File: src/rtl/upr_pkg.sv
// Package for the ultrasonic parking ranger: phase and pattern types, register
// indexes, configuration and result structs, and the distance and buzzer helpers.
// No dependencies.
package upr_pkg;

  typedef enum logic [2:0] {
    PH_BUZZ    = 3'd0,
    PH_TRIG    = 3'd1,
    PH_WAIT    = 3'd2,
    PH_COUNT   = 3'd3,
    PH_RECOVER = 3'd4
  } phase_t;

  typedef enum logic [2:0] {
    PAT_SOLID = 3'd0,
    PAT_FAST  = 3'd1,
    PAT_MID   = 3'd2,
    PAT_SLOW  = 3'd3,
    PAT_NONE  = 3'd4
  } pat_t;

  localparam int CFG_IDX_W  = 3;
  localparam int CFG_DATA_W = 20;

  localparam logic [CFG_IDX_W-1:0] REG_TRIGGER = 3'd0;
  localparam logic [CFG_IDX_W-1:0] REG_BEEP    = 3'd1;
  localparam logic [CFG_IDX_W-1:0] REG_TIMEOUT = 3'd2;
  localparam logic [CFG_IDX_W-1:0] REG_SCALE   = 3'd3;
  localparam logic [CFG_IDX_W-1:0] REG_OFFSET  = 3'd4;
  localparam logic [CFG_IDX_W-1:0] REG_RECOVER = 3'd5;

  localparam logic [7:0]  DIST_SOLID = 8'd5;
  localparam logic [7:0]  DIST_FAST  = 8'd10;
  localparam logic [7:0]  DIST_MID   = 8'd20;
  localparam logic [7:0]  DIST_SLOW  = 8'd30;
  localparam logic [15:0] ECHO_MAX   = 16'hFFFF;

  typedef struct packed {
    logic [7:0]        trigger_ticks;
    logic [19:0]       beep_unit_ticks;
    logic [15:0]       timeout_ticks;
    logic [15:0]       scale_q16;
    logic signed [7:0] calib_offset;
    logic [19:0]       recover_ticks;
  } cfg_t;

  // The last member sits in the lowest bits.
  typedef struct packed {
    logic        timeout_error;
    logic        done_res;
    logic [15:0] echo_ticks;
    logic [7:0]  distance_cm;
    logic        buzzer;
    logic        trigger;
  } res_t;

  function automatic pat_t pat_of(input logic [7:0] dist_cm);
    pat_t p;
    if (dist_cm < DIST_SOLID) begin
      p = PAT_SOLID;
    end else if (dist_cm < DIST_FAST) begin
      p = PAT_FAST;
    end else if (dist_cm < DIST_MID) begin
      p = PAT_MID;
    end else if (dist_cm < DIST_SLOW) begin
      p = PAT_SLOW;
    end else begin
      p = PAT_NONE;
    end
    return p;
  endfunction

  function automatic logic [4:0] pat_total(input pat_t p);
    logic [4:0] t;
    unique case (p)
      PAT_SOLID: t = 5'd16;
      PAT_FAST:  t = 5'd6;
      PAT_MID:   t = 5'd8;
      PAT_SLOW:  t = 5'd6;
      default:   t = 5'd0;
    endcase
    return t;
  endfunction

  function automatic logic toggle_due(input pat_t p, input logic [4:0] tc);
    logic due;
    unique case (p)
      PAT_FAST: due = 1'b1;
      PAT_MID:  due = ~tc[0];
      PAT_SLOW: due = (tc == 5'd0) || (tc == 5'd3) || (tc == 5'd6) || (tc == 5'd9) ||
                      (tc == 5'd12) || (tc == 5'd15) || (tc == 5'd18) || (tc == 5'd21) ||
                      (tc == 5'd24) || (tc == 5'd27) || (tc == 5'd30);
      default:  due = 1'b0;
    endcase
    return due;
  endfunction

  function automatic logic [7:0] dist_calc(input logic [15:0] cnt, input logic [15:0] scale,
                                           input logic signed [7:0] off);
    logic [31:0]        prod;
    logic signed [17:0] sum;
    logic [7:0]         d;
    prod = cnt * scale;
    sum  = signed'({2'b00, prod[31:16]}) + signed'({{10{off[7]}}, off});
    if (sum < 18'sd0) begin
      d = 8'd0;
    end else if (sum > 18'sd255) begin
      d = 8'd255;
    end else begin
      d = sum[7:0];
    end
    return d;
  endfunction

endpackage

File: src/rtl/upr_engine.sv
// Phase sequencer of the parking ranger: buzzer pattern, trigger pulse, echo
// wait and count, recovery. Advances one tick per step. Depends on upr_pkg.
module upr_engine import upr_pkg::*; (
  input  logic clk,
  input  logic rst_n,
  input  logic step,
  input  logic echo,
  input  cfg_t cfg,
  output res_t res
);

  phase_t      phase_r, phase_nxt;
  logic [19:0] phase_count_r, phase_count_nxt;
  logic [4:0]  toggle_count_r, toggle_count_nxt;
  logic        buzz_r, buzz_nxt;
  logic [7:0]  dist_r, dist_nxt;
  logic [15:0] echo_cnt_r, echo_cnt_nxt;
  logic        err_r, err_nxt;

  pat_t        pat;
  logic [4:0]  total;
  logic [19:0] ulen;
  logic [7:0]  tlen;
  logic [20:0] pc_inc;
  logic [4:0]  tc_inc;
  logic        unit_end, buzz_last, trig_end, rec_end, cnt_over;
  logic [15:0] echo_inc;
  logic [7:0]  new_dist;

  always_comb begin
    pat       = pat_of(dist_r);
    total     = pat_total(pat);
    ulen      = (cfg.beep_unit_ticks == 20'd0) ? 20'd1 : cfg.beep_unit_ticks;
    tlen      = (cfg.trigger_ticks == 8'd0) ? 8'd1 : cfg.trigger_ticks;
    pc_inc    = {1'b0, phase_count_r} + 21'd1;
    tc_inc    = toggle_count_r + 5'd1;
    unit_end  = pc_inc >= {1'b0, ulen};
    buzz_last = unit_end && (tc_inc >= total);
    trig_end  = pc_inc >= {13'd0, tlen};
    rec_end   = pc_inc >= {1'b0, cfg.recover_ticks};
    echo_inc  = (echo_cnt_r != ECHO_MAX) ? echo_cnt_r + 16'd1 : echo_cnt_r;
    cnt_over  = (echo_inc > cfg.timeout_ticks) || (echo_inc == ECHO_MAX);
    new_dist  = dist_calc(echo_cnt_r, cfg.scale_q16, cfg.calib_offset);
  end

  always_comb begin
    phase_nxt        = phase_r;
    phase_count_nxt  = phase_count_r;
    toggle_count_nxt = toggle_count_r;
    buzz_nxt         = buzz_r;
    dist_nxt         = dist_r;
    echo_cnt_nxt     = echo_cnt_r;
    err_nxt          = err_r;
    unique case (phase_r)
      PH_BUZZ: begin
        if (total == 5'd0) begin
          phase_nxt        = PH_TRIG;
          phase_count_nxt  = 20'd0;
          toggle_count_nxt = 5'd0;
        end else begin
          if (phase_count_r == 20'd0) begin
            if (pat == PAT_SOLID) begin
              buzz_nxt = 1'b1;
            end else if (toggle_due(pat, toggle_count_r)) begin
              buzz_nxt = ~buzz_r;
            end
          end
          if (unit_end) begin
            phase_count_nxt  = 20'd0;
            toggle_count_nxt = tc_inc;
            if (buzz_last) begin
              if (pat == PAT_SOLID) begin
                buzz_nxt = 1'b0;
              end
              toggle_count_nxt = 5'd0;
              phase_nxt        = PH_TRIG;
            end
          end else begin
            phase_count_nxt = pc_inc[19:0];
          end
        end
      end
      PH_TRIG: begin
        if (trig_end) begin
          phase_count_nxt = 20'd0;
          phase_nxt       = PH_WAIT;
        end else begin
          phase_count_nxt = pc_inc[19:0];
        end
      end
      PH_WAIT: begin
        if (echo) begin
          echo_cnt_nxt = 16'd0;
          phase_nxt    = PH_COUNT;
        end
      end
      PH_COUNT: begin
        if (!echo) begin
          dist_nxt         = new_dist;
          err_nxt          = 1'b0;
          phase_nxt        = PH_BUZZ;
          phase_count_nxt  = 20'd0;
          toggle_count_nxt = 5'd0;
        end else begin
          echo_cnt_nxt = echo_inc;
          if (cnt_over) begin
            err_nxt          = 1'b1;
            phase_count_nxt  = 20'd0;
            toggle_count_nxt = 5'd0;
            phase_nxt        = (cfg.recover_ticks != 20'd0) ? PH_RECOVER : PH_BUZZ;
          end
        end
      end
      PH_RECOVER: begin
        if (rec_end) begin
          phase_count_nxt = 20'd0;
          phase_nxt       = PH_BUZZ;
        end else begin
          phase_count_nxt = pc_inc[19:0];
        end
      end
      default: begin
        phase_nxt        = PH_BUZZ;
        phase_count_nxt  = 20'd0;
        toggle_count_nxt = 5'd0;
      end
    endcase
  end

  always_comb begin
    res.trigger       = (phase_r == PH_TRIG);
    res.done_res      = (phase_r == PH_COUNT) && (!echo || cnt_over);
    res.buzzer        = buzz_nxt;
    res.distance_cm   = dist_nxt;
    res.echo_ticks    = echo_cnt_nxt;
    res.timeout_error = err_nxt;
  end

  always_ff @(posedge clk) begin
    if (!rst_n) begin
      phase_r        <= PH_BUZZ;
      phase_count_r  <= 20'd0;
      toggle_count_r <= 5'd0;
      buzz_r         <= 1'b0;
      dist_r         <= 8'd255;
      echo_cnt_r     <= 16'd0;
      err_r          <= 1'b0;
    end else if (step) begin
      phase_r        <= phase_nxt;
      phase_count_r  <= phase_count_nxt;
      toggle_count_r <= toggle_count_nxt;
      buzz_r         <= buzz_nxt;
      dist_r         <= dist_nxt;
      echo_cnt_r     <= echo_cnt_nxt;
      err_r          <= err_nxt;
    end
  end

`ifndef SYNTHESIS
  a_done_exit: assert property (@(posedge clk) disable iff (!rst_n)
    step && res.done_res |=> (phase_r == PH_BUZZ) || (phase_r == PH_RECOVER))
    else $error("finished measurement did not leave the count phase");

  a_echo_start: assert property (@(posedge clk) disable iff (!rst_n)
    step && (phase_r == PH_WAIT) && echo |=> (echo_cnt_r == 16'd0) && (phase_r == PH_COUNT))
    else $error("echo rise did not start a fresh count");

  a_hold: assert property (@(posedge clk) disable iff (!rst_n)
    !step |=> $stable(phase_r) && $stable(phase_count_r) && $stable(echo_cnt_r))
    else $error("sequencer state moved without a tick");

  a_solid_off: assert property (@(posedge clk) disable iff (!rst_n)
    step && (phase_r == PH_BUZZ) && (pat == PAT_SOLID) && buzz_last |=> !buzz_r)
    else $error("solid buzzer pattern not switched off at its end");

  a_toggle_range: assert property (@(posedge clk) disable iff (!rst_n)
    toggle_count_r < 5'd16)
    else $error("toggle count beyond the longest pattern");
`endif

endmodule

File: src/rtl/ultrasonic_parking_ranger.sv
// Top level of the ultrasonic parking ranger: configuration registers, tick input
// register, sequencer and result register. Depends on upr_pkg and upr_engine.
//
//   Channel  Direction  Word                 Contents
//   in_      slave      in_tdata[7:0]        echo at bit 0
//   out_     master     out_tdata[31:0]      trigger, buzzer, distance, echo count, flags
//   cfg_     slave      cfg_index, cfg_data  one register write per word
//
// Each tick word passes the input register and then the sequencer into the result
// register; one word per cycle is sustained while the output is not stalled.
// The sequencer state advances only when a registered tick moves to the output.
// A stalled output holds its word; the input register still takes one more word.
// Reset restores the register defaults and starts in the buzzer phase at 255 cm.
module ultrasonic_parking_ranger import upr_pkg::*; (
  input  logic                  clk,
  input  logic                  rst_n,
  input  logic                  in_tvalid,
  output logic                  in_tready,
  input  logic [7:0]            in_tdata,   // [0] echo
  output logic                  out_tvalid,
  input  logic                  out_tready,
  output logic [31:0]           out_tdata,  // [0] trigger, [1] buzzer, [9:2] distance_cm,
                                            // [25:10] echo_ticks, [26] done_res,
                                            // [27] timeout_error
  input  logic                  cfg_valid,
  output logic                  cfg_ready,
  input  logic [CFG_IDX_W-1:0]  cfg_index,
  input  logic [CFG_DATA_W-1:0] cfg_data
);

  cfg_t  cfg_r;
  logic  s1_valid_r, s1_echo_r;
  logic  out_valid_r;
  res_t  out_res_r;
  res_t  res;
  logic  advance, step;

  assign cfg_ready = 1'b1;

  always_ff @(posedge clk) begin
    if (!rst_n) begin
      cfg_r.trigger_ticks   <= 8'd15;
      cfg_r.beep_unit_ticks <= 20'd75000;
      cfg_r.timeout_ticks   <= 16'd14700;
      cfg_r.scale_q16       <= 16'd743;
      cfg_r.calib_offset    <= 8'sd0;
      cfg_r.recover_ticks   <= 20'd320000;
    end else if (cfg_valid) begin
      case (cfg_index)
        REG_TRIGGER: cfg_r.trigger_ticks   <= cfg_data[7:0];
        REG_BEEP:    cfg_r.beep_unit_ticks <= cfg_data;
        REG_TIMEOUT: cfg_r.timeout_ticks   <= cfg_data[15:0];
        REG_SCALE:   cfg_r.scale_q16       <= cfg_data[15:0];
        REG_OFFSET:  cfg_r.calib_offset    <= signed'(cfg_data[7:0]);
        REG_RECOVER: cfg_r.recover_ticks   <= cfg_data;
        default: ;
      endcase
    end
  end

  assign advance   = !out_valid_r || out_tready;
  assign step      = s1_valid_r && advance;
  assign in_tready = !s1_valid_r || advance;

  always_ff @(posedge clk) begin
    if (!rst_n) begin
      s1_valid_r <= 1'b0;
    end else if (in_tready) begin
      s1_valid_r <= in_tvalid;
    end
  end

  always_ff @(posedge clk) begin
    if (in_tready && in_tvalid) begin
      s1_echo_r <= in_tdata[0];
    end
  end

  upr_engine u_engine (
    .clk   (clk),
    .rst_n (rst_n),
    .step  (step),
    .echo  (s1_echo_r),
    .cfg   (cfg_r),
    .res   (res)
  );

  always_ff @(posedge clk) begin
    if (!rst_n) begin
      out_valid_r <= 1'b0;
    end else if (step) begin
      out_valid_r <= 1'b1;
    end else if (out_tready) begin
      out_valid_r <= 1'b0;
    end
  end

  always_ff @(posedge clk) begin
    if (step) begin
      out_res_r <= res;
    end
  end

  assign out_tvalid = out_valid_r;
  assign out_tdata  = {4'd0, out_res_r};

endmodule

File: config.mk
export PLATFORM = sky130hd
export DESIGN_NAME = ultrasonic_parking_ranger
export DESIGN_NICKNAME = d
export VERILOG_FILES = /design/src/rtl/upr_pkg.sv /design/src/rtl/upr_engine.sv /design/src/rtl/ultrasonic_parking_ranger.sv
export SDC_FILE = /design/constraint.sdc
export NUM_CORES = 1
export LEC_CHECK = 0
export BUFFER_PORTS_ARGS = -buffer_cell sky130_fd_sc_hd__buf_2
export CAP_MARGIN = 20
export CORE_MARGIN = 3
export CORE_UTILIZATION = 64
export DETAILED_ROUTE_END_ITERATION = 10
export PLACE_DENSITY_LB_ADDON = 0.08
export SYNTH_ARGS = -nofsm -noshare
export SYNTH_HDL_FRONTEND = slang
export SYNTH_SLANG_ARGS = --single-unit
File: constraint.sdc
create_clock -name clk -period 13.6 [get_ports clk]
set_input_delay 0.68 -clock clk [delete_from_list [all_inputs] [get_ports clk]]
set_output_delay 0.68 -clock clk [all_outputs]
set_load 0.02 [all_outputs]
# == Word level (Yosys, flattened, before mapping) ==
# Index checks and enable logic that the tools add are counted.
# op_classes
muxes,56
eq_ne,30
shifts,0
magnitude_cmp,11
n_addsub,4
n_mul,1
n_div,0
bitwise,4
n_reduce_logical,42
# op_table
cell,n
20-bit two-way mux,7
20-bit case mux with 5 select lines,1
16-bit two-way mux,3
21-bit by 20-bit >= comparator with 1-bit output,2
20-bit logical NOT,2
8-bit two-way mux,5
3-bit two-way mux,13
16-bit by 16-bit multiplier with 32-bit output,1
16-bit case mux with 2 select lines,1
5-bit case mux with 3 select lines,2
"5-bit == test, second input constant",5
5-bit two-way mux,5
"20-bit by 1-bit adder with 21-bit output, second input constant",1
21-bit by 8-bit >= comparator with 1-bit output,1
20-bit nonzero test,1
17-bit by 8-bit adder with 18-bit output,1
"3-bit by 2-bit == test with 1-bit output, second input constant",6
"18-bit by 9-bit greater-than comparator with 1-bit output, second input constant",1
"18-bit by 1-bit < comparator with 1-bit output, second input constant",1
1-bit two-way mux,17
"16-bit by 1-bit adder with 16-bit output, second input constant",1
"16-bit == test, second input constant",1
16-bit greater-than comparator,1
"8-bit by 5-bit < comparator with 1-bit output, second input constant",2
30 further kinds,67
# totals
ram_bits,0
in_bits,36
register_bits,173
romBits,0
mem_count,0
latch_bits,0

# == Depth between registers and ports, before layout ==
# Gate-level depths: netlist of the first run.
# logic_depth
ltp_word,24
mapped_depth,36

# == Modules after synthesis ==
# A second synthesis of the first run with hierarchy kept.
# unflattened
hier_cells,2222
hier_area_um2,19336.0
# modules_own_cells
mod,area_each_um2,cells_per_inst,n_inst
upr_engine,14848.0,1838,1
ultrasonic_parking_ranger,4488.1,384,1

# == Worst setup path after synthesis of the first run ==
# Ideal clock, no wire load.
# synth_path
kind,register -> register
start,register u_engine.echo_cnt_r[6]
end,"register out_res_r, in the netlist out_tdata[3] (data pin)"
stages_incl_launch_ff,33
n_path_buf,3
arrival_time_ns,8.399
synth_period_minus_slack_ns,8.659
slack_ns,4.941
path_cell_list,dfxtp_1 -> clkbuf_1 -> clkbuf_1 -> nand2_1 -> fa_1 -> inv_1 -> fa_1 -> fa_1 -> fa_1 -> fa_1 -> inv_1 -> fa_1 -> inv_1 -> ha_1 -> clkbuf_1 -> a21oi_1 -> nand2_1 -> o311ai_0 -> o2111ai_1 -> a31oi_1 -> nor2b_1 -> o21a_1 -> nor2_1 -> xnor2_1 -> ha_1 -> nand2_1 -> or3_1 -> o21ba_2 -> o21ai_0 -> mux2i_1 -> nor4_4 -> a21boi_0 -> mux2_2
# synth_lines
item,line,rtl
start: declaration,upr_engine.sv:17,"logic [15:0] echo_cnt_r, echo_cnt_nxt;"
start signal: assignment,upr_engine.sv:154,echo_cnt_r <= echo_cnt_nxt;
end signal: assignment,ultrasonic_parking_ranger.sv:100,out_res_r <= res;
end: declaration,ultrasonic_parking_ranger.sv:34,res_t out_res_r;

==> flow_summary.yaml, run 1 <==
synthesis:
  postSynthAreaPerCell_um2: 8.42
  synth_area_leaders: "fa_1, dfxtp_1, ha_1"
  yosys_warnings: 0
  seq_area_frac_synth_pct: 19.8
  synth-seq-cells: 173
  netlist_instances: 2251
  yosys.area.top_type_share_pct: 20.5
  ys.flop_type: "dfxtp_1"
  synth_area_leader_cell: "fa_1"
  yosysUniqueCellTypes: 89
  yosysMostFrequentCell: "nand2_1"
  synth_edf_count: 29
  synth_common_cells: "nand2_1, inv_1, ha_1"
  async_reset_ff_share_pct: 0
  netlist_area_um2: 19000
floorplan:
  core-area_um2: 28900
  die_height_um: 178
  dieArea_um2: 31700
  die_x_um: 178
  start_util_pct: 65.5
  row_count: 62
  ios: 71
timing:
  rsz0062_at_grt: "no"
  fin_tns_setup_ns: 0
  worst_pin_slew_ns: 1.07
  slew_headroom_pct: 28.2
  setup_viol: 0
  drv_slew: 0
  hold_viol_final: 0
  timing.final.crit_share_pct: 72.1
  finalClockSkew_ns: 0.0148
  setup_slack_ns: 3.80
  fmax_mhz: 102
  fin_crit_ns: 9.80
drt:
  drc: 0
  via_per_inst: 5.98
  antenna_left: 0
  drt_wl_total_um: 48700
  num_vias: 15749
  wl_per_cell_um: 18.5
  first_pass_iters: 6
  drtIter0Drc: 1327
grt:
  grt_max_degree: 105
  antenna_found_initial: 1
  grt_pass1_wl_um: 79600
  grt_pass1_vias: 15555
  grt_use_total_pct: 31.7
  overflow: 0
setup_path:
  critical_path.startpoint: "cfg_r[37]"
  rrSetupSlack_ns: 3.80
  crit_required_ns: 13.79
  critical_path.endpoint: "out_tdata[3]"
  r2r-end: "out_tdata[3]"
  r2r_start: "cfg_r[37]"
  max_stage_delay_ns: 0.90
  cp.arrival_ns: 9.99
  cp-end-kind: "register"
  start_kind: "register"
  crit_slowest_cell: "dfxtp_1"
  cp_max_fo: 17
  cp_common_cell: "fa_1"
  worst-setup-path-type: "reg2reg"
  reg2reg_depth: 31
job:
  drv_cap: 0
pwr:
  peakVddDrop_mv: 0.0912
  p_per_area_nw_per_um2: 62.9
  p_leak_nw: 9.39
finish:
  area_growth_pct: 5.59
  multi_input_area_um2: 13500
  seq_area_um2: 3750
  stdcell_area_um2: 20000
  final_nets: 2659
  fillCellCount: 2460
  drive_above_1_share_pct: 6.23
clock_network:
  post_cts_resized: 0
  cts_tree: "yes"
  post_cts.repair.setup_buffers: 0
  clkSinkCount: 173
  htree_num_levels: 4
  path_clk_slew_ns: 0.08
  clockBufferDepth: 2
  ctsHoldBuffers: 0
  clock_latency_ns: 0.45
  clock-root-buffer: "clkbuf_16"
  cts_made_buffers: 17
outcome:
  run_status: "finished clean"
place:
  place_ws_ns: 3.92
  finalWeightedCongestion: 0.899
  portBuffers: 58
  hpwl_um: 36700
  placed_cell_area_um2: 19400
worst_hold_path:
  hold_path_class: "in2reg"
  hold_path_depth: 1
## worst max-delay path, delay by kind of cell, from the launching register on
family                     cells  cell delay, ns
adders and majority gates      8            3.82
AOI/OAI and AO/OA              8            2.31
and+or+nand+nor                7            1.66
DFF                            1            0.90
muxes                          2            0.49
buffers and inverters          5            0.25
xor gates and xnor gates       1            0.08
## placed cells by master, fill, tap and decap left out, types with 33 or more instances in the layout
master / instances
nand3_1: 54
inv_1: 317
fa_1: 194
nand2_1: 401
a21boi_0: 69
ha_1: 195
and2_1: 129
xnor2_1: 33
nor2_1: 75
a21oi_1: 54
buf_2: 57
dfxtp_1: 144
o21ai_0: 45
## worst min path at each step
| stage | start | endpoint | slack, ns |
|---|---|---|---|
| 3_5_place_dp | u_engine.toggle_count_r[4] | u_engine.toggle_count_r[4] | 0.45 |
| 2_1_floorplan | u_engine.toggle_count_r[4] | u_engine.toggle_count_r[4] | 0.43 |
| 5_1_grt | in_tdata[0] | s1_echo_r | 0.41 |
| 6_report | in_tdata[0] | s1_echo_r | 0.41 |
| 4_1_cts | in_tdata[0] | s1_echo_r | 0.40 |
| 3_3_place_gp | u_engine.toggle_count_r[4] | u_engine.toggle_count_r[4] | 0.44 |
## sequential cells by signal, summed over array words and instances, names as in the netlist
name                     count
s1_valid_r                   1
cfg_r                       88
u_engine.dist_r              8
u_engine.buzz_r              1
u_engine.phase_r             3
u_engine.err_r               1
out_tdata                   28
u_engine.toggle_count_r      5
out_tvalid                   1
u_engine.echo_cnt_r         16
u_engine.phase_count_r      20
s1_echo_r                    1
## final cells by class
class                      count  area share (%)
multi-input combinational   1644            67.6
antenna                        2          0.0250
sequential                   173            18.7
timing repair buffer          81            2.32
inverter                     317            5.94
clock inverter                15           0.837
tap                          384            2.40
clock buffer                  17            2.12
## routing by layer
metal | routed length, um | GRT usage, % | up-vias
li1 | - | - | 7365
met3 | 3590 | 4.70 | 138
met2 | 22400 | 51.9 | 594
met1 | 20700 | 42.9 | 7652
met4 | 1920 | 11.7 | 0
met5 | 0 | 0 | -
## cells by family (layout without fill, tap and decap cells)
logic type | after synthesis | in the layout | share of synthesized area [%]
and+or+nand+nor | 822 | 822 | 20.7
buffers and inverters | 437 | 430 | 8.89
adders and majority gates | 389 | 389 | 33.3
AOI/OAI and AO/OA | 359 | 359 | 13.8
DFF | 173 | 173 | 19.8
xor gates and xnor gates | 55 | 55 | 2.58
muxes | 14 | 14 | 0.838
other | 2 | 7 | 0.0396
## metrics by stage
step                hold WS (ns)  power, mW  util (%)  cells
global route               0.411       1.31      69.2   2631
floorplan                  0.431      0.709         -   2254
global placement           0.439      0.767      67.1   2599
CTS                        0.403       1.26      69.2   2631
detailed placement         0.446      0.774      67.1   2599
finish                     0.412       1.26      69.2   2633
## report_power, final
part           internal (mW)  leakage, nW  switching [mW]
combinational         0.0782         7.68           0.140
sequential             0.532         1.41          0.0156
clock                  0.248        0.292           0.246
No activity file was read; power rests on OpenSTA's default activity.
==> inputs of run 2 (changes only) <==
--- a/config.mk
+++ b/config.mk
@@ -8,7 +8,7 @@
 export BUFFER_PORTS_ARGS = -buffer_cell sky130_fd_sc_hd__buf_2
 export CAP_MARGIN = 20
 export CORE_MARGIN = 3
-export CORE_UTILIZATION = 64
+export CORE_UTILIZATION = 58
 export DETAILED_ROUTE_END_ITERATION = 10
 export PLACE_DENSITY_LB_ADDON = 0.08
 export SYNTH_ARGS = -nofsm -noshare
==> constraint.sdc (replaced) <==
create_clock -name clk -period 8 [get_ports clk]
set_input_delay 0.4 -clock clk [delete_from_list [all_inputs] [get_ports clk]]
set_output_delay 0.4 -clock clk [all_outputs]
set_load 0.02 [all_outputs]
==> run 2 against run 1 <==
The run now ends with setup timing left; first-iteration DRC count down 11%; largest cell class unchanged; clock power up 64%; via count up 3.3%; largest power group unchanged; combinational power up 110%.
==> flow_summary.yaml, run 2 (synthesis gave the netlist of run 1 again) <==
outcome:
  run_status: "complete, but fails checks"
  violations: "setup timing"
setup_path:
  max_stage_delay_ns: 0.56
  cp_max_fo: 6
  crit_required_ns: 8.21
  cp-end-kind: "register"
  r2r-end: "out_tdata[3]"
  rrSetupSlack_ns: -0.04
  r2r_start: "cfg_r[34]"
  reg2reg_depth: 31
  crit_slowest_cell: "fa_2"
  start_kind: "register"
  worst-setup-path-type: "reg2reg"
  cp.arrival_ns: 8.24
grt:
  grt_pass1_vias: 16313
  grt_max_degree: 89
  overflow: 0
  antenna_found_initial: 0
  grt_pass1_wl_um: 85200
  grt_use_total_pct: 30.2
clock_network:
  clkSinkCount: 173
  htree_num_levels: 4
  cts_made_buffers: 17
  ctsHoldBuffers: 0
  cts_tree: "yes"
  clockBufferDepth: 2
  clock-root-buffer: "clkbuf_16"
  path_clk_slew_ns: 0.08
  clock_latency_ns: 0.45
pwr:
  seqPwrFrac_pct: 42.0
  internal-power_mw: 1.50
  power.switching_uw: 694
  p_leak_nw: 10.4
  clockPowerShare_pct: 36.9
  combPwrFrac_pct: 21.1
  switching_share_pct: 31.6
  peakVddDrop_mv: 0.133
  power_mw: 2.20
  p_per_area_nw_per_um2: 100
drt:
  drc: 0
  wl_per_cell_um: 18.3
  via_per_inst: 5.69
  drt_wl_total_um: 52500
  drtIter0Drc: 1181
  first_pass_iters: 5
  num_vias: 16273
  antenna_left: 0
finish:
  largest_reg_flops: 88
  area_growth_pct: 15.8
  instances_no_fill: 2860
  final_nets: 2837
  final_common_cell: "nand2_1"
  drive_above_1_share_pct: 17.6
  top_register: "cfg_r"
  fin_util_pct: 68.9
  diodes: 0
  final_cell_mix: "nand2_1, inv_1, buf_4"
timing:
  setup_viol: 5
  holdWs_ns: 0.137
  rsz0062_at_grt: "yes"
  worst_pin_slew_ns: 1.11
  drv_slew: 0
  slew_headroom_pct: 26.1
  fmax_mhz: 124
  finalClockSkew_ns: 0.0180
  timing.final.crit_share_pct: 100
  fin_crit_ns: 8.04
  setup_slack_ns: -0.0353
  hold_viol_final: 0
worst_hold_path:
  holdCritStartpoint: "in_tdata[0]"
  hold_path_depth: 1
  hold_path_class: "in2reg"
  hold-path-endpoint: "s1_echo_r"
place:
  place_ws_ns: -0.418
  finalWeightedCongestion: 0.968
  portBuffers: 58
  hpwl_um: 41300
  dp_cells: 2787
floorplan:
  die_x_um: 187
  row_count: 65
  ios: 71
  core-area_um2: 31900
  dieArea_um2: 34900
  start_util_pct: 59.5
  die_height_um: 187
job:
  drv_cap: 0
-- run 2: cell count changes in the layout (fill, tap and decap cells not counted), moves of 10 or more --
cell     delta
dfxtp_4    +19
and2_4     +11
fa_2       +11
dfxtp_1    -26
inv_1      -12
fa_1       -11
inv_2      +12
buf_4     +163
and2_1     -12
ha_1       -10
buf_6      +10
-- run 2: what timing repair did --
action / in CTS / in global routing
gates resized for setup: 107 / 41
endpoints found under the setup margin: 16 / 16
setup buffers: 31 / 10
gates cloned: 1 / 0
hold endpoints to repair: 0 / 0
pin swaps: 74 / 43
-- run 2: cell type report --
class,instances,area (um2)
clock inverters,15,131
fillers,2653,9920
well taps,435,544
clock buffers,17,425
multi-input cells,1644,13900
flip-flops and latches,173,3830
inverters,317,1190
repair buffers,259,1890
-- run 2: critical path: cells and delay by family (launching register included) --
kind                       cells  cell delay [ns]
adders and majority gates      8             3.76
AOI/OAI and AO/OA              8             1.43
DFF                            1             0.38
and+or+nand+nor                5             0.83
xor gates and xnor gates       2             0.25
buffers and inverters          7             0.89
muxes                          1             0.26
-- run 2: worst max-delay path by stage --
stage / from / end / slack (ns) / depth (start not counted)
2_1_floorplan: u_engine.echo_cnt_r[7] / out_tdata[3] / 0.002 / 34
3_3_place_gp: u_engine.echo_cnt_r[7] / out_tdata[3] / -0.33 / 30
3_5_place_dp: u_engine.echo_cnt_r[7] / out_tdata[3] / -0.42 / 30
4_1_cts: u_engine.echo_cnt_r[11] / out_tdata[3] / -0.004 / 29
5_1_grt: cfg_r[34] / u_engine.dist_r[3] / -0.39 / 31
6_report: cfg_r[34] / out_tdata[3] / -0.04 / 31
-- run 2: power groups by stage --
stage               Clock [mW]  Combinational [mW]  Sequential (mW)
floorplan                    0               0.269            0.942
global placement             0               0.409            0.948
detailed placement           0               0.418            0.948
CTS                      0.821               0.450            0.924
global route             0.855               0.515            0.926
finish                   0.811               0.464            0.924
-- run 2: layer usage --
| metal | global-route usage, % | part of all wire, % | vias to the layer above |
|---|---|---|---|
| met3 | 3.71 | 5.2 | 90 |
| met4 | 10.5 | 3.4 | 0 |
| met2 | 50.5 | 48 | 460 |
| met5 | 0 | 0 | - |
| met1 | 40.6 | 43 | 8008 |
| li1 | - | - | 7715 |
-- run 2: metrics by stage --
| stage | setup TNS (ns) | area [um2] |
|---|---|---|
| 2_1_floorplan | 0 | 19100 |
| 3_3_place_gp | -4.16 | 20600 |
| 3_5_place_dp | -5.66 | 20600 |
| 4_1_cts | -0.00377 | 21800 |
| 5_1_grt | -5.39 | 22000 |
| 6_report | -0.0864 | 22000 |
==> inputs of run 3 (changes only) <==
--- a/config.mk
+++ b/config.mk
@@ -7,10 +7,10 @@
 export LEC_CHECK = 0
 export BUFFER_PORTS_ARGS = -buffer_cell sky130_fd_sc_hd__buf_2
 export CAP_MARGIN = 20
-export CORE_MARGIN = 3
-export CORE_UTILIZATION = 58
+export CORE_MARGIN = 8
+export CORE_UTILIZATION = 64
 export DETAILED_ROUTE_END_ITERATION = 10
-export PLACE_DENSITY_LB_ADDON = 0.08
+export PLACE_DENSITY = 0.83
 export SYNTH_ARGS = -nofsm -noshare
 export SYNTH_HDL_FRONTEND = slang
 export SYNTH_SLANG_ARGS = --single-unit
==> constraint.sdc (replaced) <==
create_clock -name clk -period 8.2 [get_ports clk]
set_input_delay 0.41 -clock clk [delete_from_list [all_inputs] [get_ports clk]]
set_output_delay 0.41 -clock clk [all_outputs]
set_load 0.02 [all_outputs]
==> run 3 against run 2 <==
The flow now finishes without violations; design area is 2.3% lower; clock skew down 0.0065 ns; first-iteration DRC count up 20%; sequential share of layout area up 0.35 points; total power is 2.9% lower; register-to-register slack improved by 0.14 ns; largest cell class unchanged; highest routed layer unchanged.
==> flow_summary.yaml, run 3 (synthesis gave the netlist of run 1 again) <==
outcome:
  run_status: "finished clean"
clock_network:
  cts_tree: "yes"
  htree_num_levels: 4
  path_clk_slew_ns: 0.07
  clock_latency_ns: 0.44
  ctsHoldBuffers: 0
  cts_made_buffers: 17
  clkSinkCount: 173
  clock-root-buffer: "clkbuf_16"
  clockBufferDepth: 2
floorplan:
  start_util_pct: 64.5
  die_x_um: 188
  die_height_um: 188
  dieArea_um2: 35400
  row_count: 63
  core-area_um2: 29400
  ios: 71
finish:
  final_cell_mix: "nand2_1, inv_1, ha_1"
  largest_reg_flops: 88
  instances_no_fill: 2757
  final_nets: 2779
  drive_above_1_share_pct: 15.0
  area_growth_pct: 13.2
  fin_util_pct: 73.0
  final_common_cell: "nand2_1"
  top_register: "cfg_r"
  diodes: 0
grt:
  grt_max_degree: 129
  antenna_found_initial: 0
  grt_use_total_pct: 28.6
  gr-usage-met2_pct: 48.7
  grt_pass1_vias: 16444
  grt_pass1_wl_um: 82400
  use_met1_pct: 35.4
  grtUsageMet3_pct: 4.57
  gr-max-usage-layer: "met2"
  overflow: 0
place:
  finalWeightedCongestion: 0.961
  dp_cells: 2709
  portBuffers: 58
  hpwl_um: 40300
setup_path:
  cp-end-kind: "register"
  max_stage_delay_ns: 0.55
  cp_max_fo: 8
  start_kind: "register"
  cp.arrival_ns: 8.39
  crit_slowest_cell: "fa_1"
  crit_required_ns: 8.50
  worst-setup-path-type: "reg2reg"
timing:
  timing.final.crit_share_pct: 98.7
  fmax_mhz: 124
  rsz0062_at_grt: "yes"
  hold_viol_final: 0
  slew_headroom_pct: 25.8
  fin_crit_ns: 8.09
  finalClockSkew_ns: 0.0115
  fin_tns_setup_ns: 0
  setup_viol: 0
  worst_pin_slew_ns: 1.11
  drv_slew: 0
drt:
  num_vias: 16568
  drtIter0Drc: 1417
  first_pass_iters: 6
  drc: 0
  wl_per_cell_um: 18.8
  antenna_left: 0
  drt_wl_total_um: 51900
  via_per_inst: 6.01
pwr:
  p_per_area_nw_per_um2: 99.5
  internal-power_mw: 1.47
  switching_share_pct: 31.0
  combPwrFrac_pct: 20.4
  p_leak_nw: 10.1
  power_mw: 2.13
  seqPwrFrac_pct: 42.3
  clockPowerShare_pct: 37.4
  peakVddDrop_mv: 0.173
  power.switching_uw: 661
worst_hold_path:
  hold_path_class: "in2reg"
job:
  drv_cap: 0
-- run 3: power groups by stage --
stage                     sequential [mW]  combinational [mW]  clock (mW)
final                               0.902               0.435       0.797
after global routing                0.904               0.480       0.828
after CTS                           0.904               0.405       0.797
after detailed placement            0.924               0.394           0
after global placement              0.922               0.376           0
after floorplan                     0.919               0.258           0
-- run 3: final cells by class --
cell class,instances,area [um2]
Clock inverter,14,116
Inverter,317,1190
Sequential cell,173,3820
Multi-Input combinational cell,1644,13900
Timing Repair Buffer,201,1510
Clock buffer,18,450
Fill cell,2080,7950
Tap cell,390,488
-- run 3: stage by stage --
stage	setup WS [ns]	cell area, um2	hold WS [ns]
2_1_floorplan	0.0256	19000	0.431
3_3_place_gp	-0.121	20300	0.439
3_5_place_dp	-0.343	20300	0.458
4_1_cts	0.000903	21000	0.140
5_1_grt	-0.278	21500	0.142
6_report	0.106	21500	0.140
-- run 3: path summary, 6_finish.rpt --
path	startpoint	end	slack, ns	cells past startpoint
min	in_tdata[0]	s1_echo_r	0.14	1
min reg2reg	u_engine.toggle_count_r[4]	u_engine.toggle_count_r[4]	0.47	2
max	u_engine.echo_cnt_r[6]	u_engine.dist_r[2]	0.11	32
max reg2reg	u_engine.echo_cnt_r[6]	u_engine.dist_r[2]	0.11	32
-- run 3: timing repair --
item	4_1_cts	5_1_grt
setup buffers	1	14
endpoints found under the setup margin	16	16
pin swaps	10	83
gates resized for setup	35	102
-- run 3: worst max-delay path: cells and delay by family, from the launching register on --
family,cells,cell delay [ns]
DFF,1,0.38
xor gates and xnor gates,2,0.25
AOI/OAI and AO/OA,7,1.32
buffers and inverters,8,0.99
adders and majority gates,8,3.66
and+or+nand+nor,7,1.34
-- run 3: per-layer routing --
metal  part of all wire, %  vias up
met2                    48      785
met3                   7.5      170
li1                      -     7620
met4                   4.5        0
met1                    40     7993
met5                     0        -
